$ cat config.mk
export PLATFORM = sky130hd
export DESIGN_NAME = hsl_to_rgb_convert_unit
export DESIGN_NICKNAME = d
export VERILOG_FILES = /design/src/rtl/core/hsl2rgb_pkg.sv /design/src/rtl/core/hsl2rgb_front.sv /design/src/rtl/core/hsl2rgb_chan.sv /design/src/rtl/core/hsl_to_rgb_convert_unit.sv
export SDC_FILE = /design/constraint.sdc
export NUM_CORES = 2
export LEC_CHECK = 0
export ABC_AREA = 1
export BUFFER_PORTS_ARGS = -buffer_cell sky130_fd_sc_hd__buf_2
export CAP_MARGIN = 20
export CORE_UTILIZATION = 35
export DETAILED_ROUTE_END_ITERATION = 7
export HOLD_SLACK_MARGIN = 0.12
export PLACE_DENSITY_LB_ADDON = 0.15
export SKIP_LAST_GASP = 1
export SLEW_MARGIN = 20
export SYNTH_ARGS = -nofsm -noshare
export SYNTH_HDL_FRONTEND = slang
export SYNTH_SLANG_ARGS = --single-unit
$ cat constraint.sdc
create_clock -name clk -period 11.35 [get_ports clk]
set_input_delay 1.7025 -clock clk [delete_from_list [all_inputs] [get_ports clk]]
set_output_delay 1.7025 -clock clk [all_outputs]
set_load 0.05 [all_outputs]
$ cat src/rtl/core/hsl2rgb_pkg.sv
// Shared constants, types and helper functions of the HSL to RGB converter.
package hsl2rgb_pkg;

  localparam int unsigned HUE_W     = 9;
  localparam int unsigned CH_W      = 8;
  localparam int unsigned VAL_W     = 16;
  localparam int unsigned WGT_W     = 7;
  localparam int unsigned NUM_W     = 22;
  localparam int unsigned RECIP_SH  = 36;
  localparam int unsigned RECIP_W   = 23;
  localparam int unsigned PROD_W    = NUM_W + RECIP_W;
  localparam int unsigned DIVISOR   = 15300;
  localparam logic [RECIP_W-1:0] RECIP =
    RECIP_W'((64'd1 << RECIP_SH) / DIVISOR);
  localparam int unsigned PIPE_DEPTH = 5;
  localparam int unsigned IN_DATA_W  = 32;
  localparam int unsigned OUT_DATA_W = 24;

  localparam logic [HUE_W:0] HUE_WRAP   = 10'd360;
  localparam logic [HUE_W:0] HUE_WRAP2  = 10'd720;
  localparam logic [HUE_W:0] HUE_THIRD  = 10'd120;
  localparam logic [HUE_W:0] HUE_2THIRD = 10'd240;

  typedef struct packed {
    logic [VAL_W-1:0] v1;
    logic [VAL_W-1:0] diff;
  } ramp_base_t;

  // Weight of the upper intermediate at ramp position t, in sixtieths.
  function automatic logic [WGT_W-1:0] ramp_weight(input logic [HUE_W-1:0] t);
    logic [HUE_W-1:0] down;
    down = HUE_W'(240) - t;
    if (t < HUE_W'(60)) begin
      ramp_weight = WGT_W'(t);
    end else if (t < HUE_W'(180)) begin
      ramp_weight = WGT_W'(60);
    end else if (t < HUE_W'(240)) begin
      ramp_weight = WGT_W'(down);
    end else begin
      ramp_weight = '0;
    end
  endfunction

endpackage

$ cat src/rtl/core/hsl2rgb_front.sv
// Front stages: hue positions, saturation product and the two intermediates.
module hsl2rgb_front
  import hsl2rgb_pkg::*;
(
  input  logic               clk,
  input  logic [1:0]         en,
  input  logic [HUE_W-1:0]   hue_deg,
  input  logic [CH_W-1:0]    saturation,
  input  logic [CH_W-1:0]    lightness,
  output ramp_base_t         base,
  output logic [WGT_W-1:0]   wgt_red,
  output logic [WGT_W-1:0]   wgt_green,
  output logic [WGT_W-1:0]   wgt_blue
);

  logic [HUE_W:0]     hue_ext;
  logic [HUE_W:0]     pos_r_sum;
  logic [HUE_W:0]     pos_b_sum;
  logic [HUE_W-1:0]   pos_g_next;
  logic [HUE_W-1:0]   pos_r_next;
  logic [HUE_W-1:0]   pos_b_next;
  logic [HUE_W-1:0]   pos_g;
  logic [HUE_W-1:0]   pos_r;
  logic [HUE_W-1:0]   pos_b;
  logic [CH_W-1:0]    sat_a;
  logic [CH_W-1:0]    light_a;
  logic [VAL_W-1:0]   ls_a;
  logic [VAL_W+1:0]   l255;
  logic [VAL_W+1:0]   s255;
  logic [VAL_W+1:0]   v2_wide;
  logic [VAL_W+1:0]   v1_wide;
  logic [VAL_W-1:0]   v2_val;
  logic [VAL_W-1:0]   v1_val;

  always_comb begin
    hue_ext   = {1'b0, hue_deg};
    pos_r_sum = hue_ext + HUE_THIRD;
    pos_b_sum = hue_ext + HUE_2THIRD;
    pos_g_next = (hue_ext >= HUE_WRAP) ? HUE_W'(hue_ext - HUE_WRAP) : hue_deg;
    pos_r_next = (pos_r_sum >= HUE_WRAP) ? HUE_W'(pos_r_sum - HUE_WRAP)
                                         : HUE_W'(pos_r_sum);
    if (pos_b_sum >= HUE_WRAP2) begin
      pos_b_next = HUE_W'(pos_b_sum - HUE_WRAP2);
    end else if (pos_b_sum >= HUE_WRAP) begin
      pos_b_next = HUE_W'(pos_b_sum - HUE_WRAP);
    end else begin
      pos_b_next = HUE_W'(pos_b_sum);
    end
  end

  always_ff @(posedge clk) begin
    if (en[0]) begin
      pos_g   <= pos_g_next;
      pos_r   <= pos_r_next;
      pos_b   <= pos_b_next;
      sat_a   <= saturation;
      light_a <= lightness;
      ls_a    <= VAL_W'(lightness) * VAL_W'(saturation);
    end
  end

  always_comb begin
    l255 = ({2'b0, light_a, 8'b0}) - (VAL_W+2)'(light_a);
    s255 = ({2'b0, sat_a, 8'b0}) - (VAL_W+2)'(sat_a);
    if (!light_a[CH_W-1]) begin
      v2_wide = l255 + (VAL_W+2)'(ls_a);
    end else begin
      v2_wide = l255 + s255 - (VAL_W+2)'(ls_a);
    end
    v1_wide = (l255 << 1) - v2_wide;
    v2_val  = VAL_W'(v2_wide);
    v1_val  = VAL_W'(v1_wide);
  end

  always_ff @(posedge clk) begin
    if (en[1]) begin
      base.v1   <= v1_val;
      base.diff <= v2_val - v1_val;
      wgt_red   <= ramp_weight(pos_r);
      wgt_green <= ramp_weight(pos_g);
      wgt_blue  <= ramp_weight(pos_b);
    end
  end

endmodule

$ cat src/rtl/core/hsl2rgb_chan.sv
// One colour channel: ramp numerator and division by 15300 over three stages.
module hsl2rgb_chan
  import hsl2rgb_pkg::*;
(
  input  logic               clk,
  input  logic [2:0]         en,
  input  ramp_base_t         base,
  input  logic [WGT_W-1:0]   wgt,
  output logic [CH_W-1:0]    level
);

  logic [NUM_W-1:0]  num_c;
  logic [NUM_W-1:0]  num_d;
  logic [CH_W-1:0]   quot_d;
  logic [PROD_W-1:0] prod;
  logic [NUM_W-1:0]  rem;

  always_ff @(posedge clk) begin
    if (en[0]) begin
      num_c <= NUM_W'(base.v1) * NUM_W'(60) + NUM_W'(base.diff) * NUM_W'(wgt);
    end
  end

  assign prod = PROD_W'(num_c) * PROD_W'(RECIP);

  always_ff @(posedge clk) begin
    if (en[1]) begin
      num_d  <= num_c;
      quot_d <= prod[RECIP_SH +: CH_W];
    end
  end

  // The reciprocal estimate is at most one short of the true quotient.
  assign rem = num_d - NUM_W'(quot_d) * NUM_W'(DIVISOR);

  always_ff @(posedge clk) begin
    if (en[2]) begin
      level <= (rem >= NUM_W'(DIVISOR)) ? quot_d + CH_W'(1) : quot_d;
    end
  end

endmodule

$ cat src/rtl/core/hsl_to_rgb_convert_unit.sv
// HSL to RGB converter top level: stream ports and pipeline flow control.
// Converts one HSL colour per beat to 8-bit RGB in a five-stage pipeline: one beat
// is taken every clock unless a stalled output holds the pipeline full, and each
// result passes the front stages and then the channel stages in turn. The stage
// flow control lets a waiting result sit in the output register while empty stages
// behind it keep filling. Hue values of 360 to 511 are taken modulo 360.
module hsl_to_rgb_convert_unit
  import hsl2rgb_pkg::*;
(
  input  logic                  clk,
  input  logic                  rst,
  input  logic                  s_tvalid,
  output logic                  s_tready,
  input  logic [IN_DATA_W-1:0]  s_tdata,  // hue_deg[8:0], saturation[16:9], lightness[24:17]
  output logic                  m_tvalid,
  input  logic                  m_tready,
  output logic [OUT_DATA_W-1:0] m_tdata   // red[7:0], green[15:8], blue[23:16]
);

  logic [PIPE_DEPTH-1:0] vld;
  logic [PIPE_DEPTH-1:0] en;
  ramp_base_t            base;
  logic [WGT_W-1:0]      wgt_red;
  logic [WGT_W-1:0]      wgt_green;
  logic [WGT_W-1:0]      wgt_blue;
  logic [CH_W-1:0]       red;
  logic [CH_W-1:0]       green;
  logic [CH_W-1:0]       blue;

  always_comb begin
    en[PIPE_DEPTH-1] = !vld[PIPE_DEPTH-1] || m_tready;
    for (int k = PIPE_DEPTH - 2; k >= 0; k--) begin
      en[k] = !vld[k] || en[k+1];
    end
  end

  always_ff @(posedge clk) begin
    if (rst) begin
      vld <= '0;
    end else begin
      if (en[0]) begin
        vld[0] <= s_tvalid;
      end
      for (int k = 1; k < PIPE_DEPTH; k++) begin
        if (en[k]) begin
          vld[k] <= vld[k-1];
        end
      end
    end
  end

  hsl2rgb_front u_front (
    .clk        (clk),
    .en         (en[1:0]),
    .hue_deg    (s_tdata[HUE_W-1:0]),
    .saturation (s_tdata[HUE_W +: CH_W]),
    .lightness  (s_tdata[HUE_W+CH_W +: CH_W]),
    .base       (base),
    .wgt_red    (wgt_red),
    .wgt_green  (wgt_green),
    .wgt_blue   (wgt_blue)
  );

  hsl2rgb_chan u_chan_red (
    .clk   (clk),
    .en    (en[4:2]),
    .base  (base),
    .wgt   (wgt_red),
    .level (red)
  );

  hsl2rgb_chan u_chan_green (
    .clk   (clk),
    .en    (en[4:2]),
    .base  (base),
    .wgt   (wgt_green),
    .level (green)
  );

  hsl2rgb_chan u_chan_blue (
    .clk   (clk),
    .en    (en[4:2]),
    .base  (base),
    .wgt   (wgt_blue),
    .level (blue)
  );

  assign s_tready = en[0];
  assign m_tvalid = vld[PIPE_DEPTH-1];
  assign m_tdata  = {blue, green, red};

endmodule

# Yosys cells after proc, flatten, opt, wreduce, memory -nomap -nowiden

Cells that the tools add are included.

Multipliers: 11
Magnitude comparators: 16
Reductions and logical operators: 10
$add $sub $neg: 25
Multiplexer cells: 17

Operators with widths:

| operator               | number |
|---|---|
| $mul 22x23->44 const B | 3 |
| $add 22x22->22         | 3 |
| $ge 22x14->1 const B   | 3 |
| $mul 16x7->22          | 3 |
| $sub 22x22->22         | 3 |
| $mux 7                 | 9 |
| $mul 8x12->20 const B  | 3 |
| $lt 9x8->1 const B     | 6 |
| $sub 16x16->16         | 3 |
| $mux 9                 | 4 |
| $add 16x16->16         | 2 |
| $sub 16x8->16          | 2 |
| $lt 9x6->1 const B     | 3 |
| $sub 9x9->9 const B    | 3 |
| $add 8x1->8 const B    | 3 |
| $mux 8                 | 3 |
| $sub 7x7->7 const A    | 3 |
| $ge 10x9->1 const B    | 2 |
| $mul 16x4->20 const B  | 1 |
| $mul 8x8->16           | 1 |
| $mux 16                | 1 |
| $add 9x7->10 const B   | 1 |
| $add 9x8->10 const B   | 1 |
| $ge 10x10->1 const B   | 1 |
| other kinds (4)        | 12 |

Word-level logic and storage cells: 107
Register bits after elaboration: 297
Output and inout bits: 26

# Depth between registers and ports, before layout

Depth in word-level cells: 6
Gate-level depth with buffers: 39
Depth with buffers taken out: 39

# Cells and area by module

A second synthesis with hierarchy kept.

Cell total of the unflattened synthesis: 7,609
Area total of the unflattened synthesis: 63,213.1 µm²

By module, submodules not included:

| module                       | cells an instance | sequential area each (µm²) | instances | area an instance (µm²) |
|---|---|---|---|---|
| hsl2rgb_chan at u_chan_green | 2,123             | 1,741.7                    | 1         | 17,665.7 |
| hsl2rgb_chan at u_chan_blue  | 2,119             | 1,741.7                    | 1         | 17,540.6 |
| hsl2rgb_chan at u_chan_red   | 2,096             | 1,741.7                    | 1         | 17,480.5 |
| hsl2rgb_front                | 1,249             | 3,153.0                    | 1         | 10,341.2 |
| hsl_to_rgb_convert_unit      | 22                | 100.1                      | 1         | 185.2 |

# Worst setup path before layout

Ideal clock, no wire load.

Path kind: in2out
From: in m_tready
To: out s_tready
Arrival time: 7.145 ns
Buffers on the path: 0
Slack: 2.503 ns
Stages on the path: 8
Data required time: 9.648 ns
Cells stage by stage: nor2_1 inv_1 nor2_1 inv_1 nor2_1 inv_1 nor2_1 nand2_1

Cells in the longest elaborated chain, start to end: 5

RTL lines:

| item                          | line                          | text |
|---|---|---|
| from (decl)                   | hsl_to_rgb_convert_unit.sv:16 | `input logic m_tready,` |
| $logic_or 1x1->1              | hsl_to_rgb_convert_unit.sv:31 | `en[PIPE_DEPTH-1] = !vld[PIPE_DEPTH-1] \|\| m_tready;` |
| named net en[4]               | hsl_to_rgb_convert_unit.sv:21 | `logic [PIPE_DEPTH-1:0] en;` |
| $logic_or 1x1->1              | hsl_to_rgb_convert_unit.sv:33 | `en[k] = !vld[k] \|\| en[k+1];` |
| named net en[3]               | hsl_to_rgb_convert_unit.sv:21 |  |
| $logic_or 1x1->1              | hsl_to_rgb_convert_unit.sv:33 |  |
| named net en[2]               | hsl_to_rgb_convert_unit.sv:21 |  |
| $logic_or 1x1->1 (2 in a row) | hsl_to_rgb_convert_unit.sv:33 |  |
| to (decl)                     | hsl_to_rgb_convert_unit.sv:13 | `output logic s_tready,` |

The timed path passes the listed nets, and every way through them passes these cells.

# Final worst setup path

From: reg u_front.light_a[7]
To: reg, netlist name u_front.base[15]

Cells in the longest elaborated chain, start to end: 6

RTL lines:

| item                          | line                | text |
|---|---|---|
| from (decl)                   | hsl2rgb_front.sv:26 | `logic [CH_W-1:0] light_a;` |
| from (signal assigned)        | hsl2rgb_front.sv:57 | `light_a <= lightness;` |
| $sub 16x8->16                 | hsl2rgb_front.sv:63 | `l255 = ({2'b0, light_a, 8'b0}) - (VAL_W+2)'(light_a);` |
| $add 16x16->16                | hsl2rgb_front.sv:68 | `v2_wide = l255 + s255 - (VAL_W+2)'(ls_a);` |
| $sub 16x16->16                | hsl2rgb_front.sv:68 |  |
| $mux 16                       | hsl2rgb_front.sv:65 | `if (!light_a[CH_W-1]) begin` |
| $sub 16x16->16 (*)            | hsl2rgb_front.sv:70 | `v1_wide = (l255 << 1) - v2_wide;` |
| named net u_front.v1_wide[14] | hsl2rgb_front.sv:31 | `logic [VAL_W+1:0] v1_wide;` |
| $sub 16x16->16 (*)            | hsl2rgb_front.sv:78 | `base.diff <= v2_val - v1_val;` |

The timed path passes the listed nets; every way through them passes the cells marked *.
A chain may end at the register's enable or synchronous reset.

==> flow_summary.yaml <==
final_layout:
  fillers: 17500
  syn_to_final_growth_pct: 7.56
  drive_gt1_share_pct: 2.92
  post-route-util_pct: 38.1
  regArea_um2: 8390
  num-nets-final: 9119
  multi_input_area_um2: 43600
  n_antenna_cell: 0
clock_network:
  root_buffer: "clkbuf_16"
  h-tree-depth: 2
  clock-sinks: 281
  postCtsResizedCells: 0
  clockBufferDepth: 3
  clk_pin_slew_ps: 60
  cts_setup_buffers: 0
  ctsHoldBuffers: 0
  clock_latency_ps: 630
  cts_tree: "yes"
  cts_buffers: 44
logic_synthesis:
  synth_edf_count: 276
  async_reset_ff_share_pct: 0
  synth_top_area_share_pct: 24.8
  synth_area_leaders: "fa_1 (25%), ha_1 (23%), edfxtp_1 (14%)"
  avgSynthCellArea_um2: 8.26
  syn-instance-count: 7196
  yosysSeqAreaShare_pct: 14.1
  synth_area_leader_cell: "fa_1"
  ys_ff_latch: 281
  yosys_warnings: 0
  ys_types: 63
  ys.flop_type: "edfxtp_1"
  syn_area_um2: 59400
setup_path:
  cp.arrival_ps: 7460
  worst_setup_path_start_kind: "flop"
  critical_path.max_stage_delay_ps: 670
  cp_max_fo: 26
  slowest_stage: "inv_1"
  path_delay_family: "adder cells"
  cp_common_cell: "nand2_1"
  endpoint_kind: "flop"
  critical_path_class: "flop to flop"
  critPathBufInv: 6
  worstPathRequired_ps: 11740
timing:
  fin_skew_ps: 37.0
  slew-limit-headroom_pct: 26.8
  rsz0062_at_grt: "false"
  setup_viol: 0
  finalHoldViolCount: 0
  finalCriticalPeriod_ps: 7070
  setup_tns_ps: 0
  fin_crit_sh_pct: 62.3
  fmax_ghz: 0.141
  tightest_slew_ps: 1090
  drv_slew: 0
placement:
  port-buffer-count: 54
  place_congestion: 0.871
  place_hpwl_um: 124000
global_routing:
  grt_first_pass_wirelength_um: 241000
  first_global_vias: 46500
  globalRouteOverflowTotal: 0
  antenna_found_initial: 1
  grt_max_degree: 65
  grt_use_total_pct: 17.3
floorplanning:
  io_pins: 62
  die_y_um: 414
  initial_core_util_pct: 35.4
  core_um2: 168000
  die_w_um: 414
  die_area_um2: 171000
  num_rows: 150
outcome:
  status: "complete, no violations"
detailed_routing:
  avgViaCountPerCell: 4.71
  final_antenna_net_count: 0
  drtIter0Drc: 2084
  postRouteWirelength_um: 145000
  num_vias: 44700
  dr.pass1.iters: 5
  wire_per_inst_um: 15.3
  drc_errors: 0
hold_path:
  hp-class: "flop to flop"
run:
  maxCapViolCount: 0
-- synth_stat cells, types with 3 or more instances --
cell	number
o211ai_1	7
o311ai_0	4
inv_2	8
a31oi_1	37
nand3_1	204
edfxtp_1	276
inv_1	1909
nor2_1	349
nor2_4	9
fa_1	737
o21bai_1	26
dfxtp_1	5
nand4_1	51
a2bb2oi_1	4
nor4_1	17
xnor2_1	76
o21ai_1	5
a21oi_2	7
o2111ai_1	13
a21oi_1	361
and3_1	5
ha_1	1088
nand2_1	1326
nand2_2	12
nor3_1	51
o21a_1	16
nand3_2	5
o22ai_1	3
a21boi_0	5
o31ai_1	14
nor2_2	5
and2_1	7
or2_2	9
a221oi_1	4
clkbuf_1	70
a211oi_1	4
o21ai_0	199
xor2_1	171
nand3b_1	27
a21o_1	39
-- cells by family (layout without fill, tap and decap cells) --
logic type	after synthesis	count (layout)	share of synthesized area, %
xor+xnor	247	247	3.64
compound gates	763	763	7.27
buf+inv	1992	2072	12.6
other cells	2	18	0.0126
flops	281	281	14.1
simple gates	2086	2086	14.6
fa+ha+maj	1825	1825	47.7
-- sequential cells by signal, summed over array words and instances, names as in the netlist, 7 cells and up --
register,cells
u_chan_red.level,8
u_chan_green.num_d,20
u_chan_red.num_c,21
u_chan_green.num_c,21
u_front.pos_b,9
u_front.wgt_green,7
u_front.wgt_red,7
u_front.ls_a,16
u_front.wgt_blue,7
u_chan_blue.num_d,20
u_front.light_a,8
u_chan_blue.quot_d,8
u_chan_blue.level,8
u_chan_green.level,8
u_front.base,31
u_chan_green.quot_d,8
u_front.sat_a,8
u_chan_red.quot_d,8
u_chan_red.num_d,20
u_chan_blue.num_c,21
-- worst reg2reg max path, delay by kind of cell, from the launching register on --
family | cells | cell delay, ps
adders and majority gates | 5 | 1940
and+or+nand+nor | 15 | 1880
buffers and inverters | 6 | 1140
AOI/OAI and AO/OA | 5 | 910
xor gates and xnor gates | 2 | 600
DFF | 1 | 350
-- placed cells by master (no fill, tap or decap), types with 6 or more instances in the layout --
master     count
fa_1         737
nor4_1        17
nand3b_1      27
o21ai_0      199
inv_1       1906
or2_2          9
and2_1         7
clkbuf_16     44
nand3_1      204
nor3_1        51
edfxtp_1     276
nand2_1     1325
clkinv_2       6
ha_1        1088
a21oi_2        7
nand4_1       51
nor2_4         9
o21bai_1      26
a31oi_1       37
a21oi_1      361
o31ai_1       14
xnor2_1       76
a21o_1        39
o21a_1        16
conb_1        18
inv_2         10
xor2_1       171
nand2_2       13
o2111ai_1     13
o211ai_1       7
nor2_1       349
buf_2         54
buf_4         21
bufinv_16      7
-- per-layer routing --
metal | up-vias | global-route usage (%) | share of wire (%)
met2 | 585 | 29.9 | 47
met3 | 120 | 2.01 | 3.5
li1 | 22500 | - | -
met5 | - | 0 | 0
met1 | 21500 | 23.3 | 47
met4 | 0 | 3.36 | 1.9
-- layout make-up --
type                       instances  share of cell area (%)
multi-input combinational       4939                    68.2
clock inverter                    33                   0.650
timing repair buffer              75                   0.670
sequential                       281                    13.1
clock buffer                      47                    1.74
inverter                        1917                    11.3
tap                             2204                    4.32
-- through the flow --
step	worst slack, ps	hold WS (ps)	std cells	area (µm²)
final	4280	460	9496	63900
after global routing	3620	471	9496	63900
after CTS	4300	455	9496	63900
after detailed placement	4360	448	9416	62400
after global placement	4430	440	9416	62400
after floorplan	2500	430	7212	59500
-- path summary, 6_finish.rpt --
path,start,slack (ps),endpoint,depth (start not counted)
setup / recovery,u_front.light_a[7],4280,u_front.base[15],33
hold / removal,vld[1],460,vld[2],2
hold reg to reg,vld[1],460,vld[2],2
setup reg to reg,u_front.light_a[7],4280,u_front.base[15],33
Power is left out: the tool's default activity adds up to more than one toggle a clock period on the data nets, which glitch-free logic cannot reach.
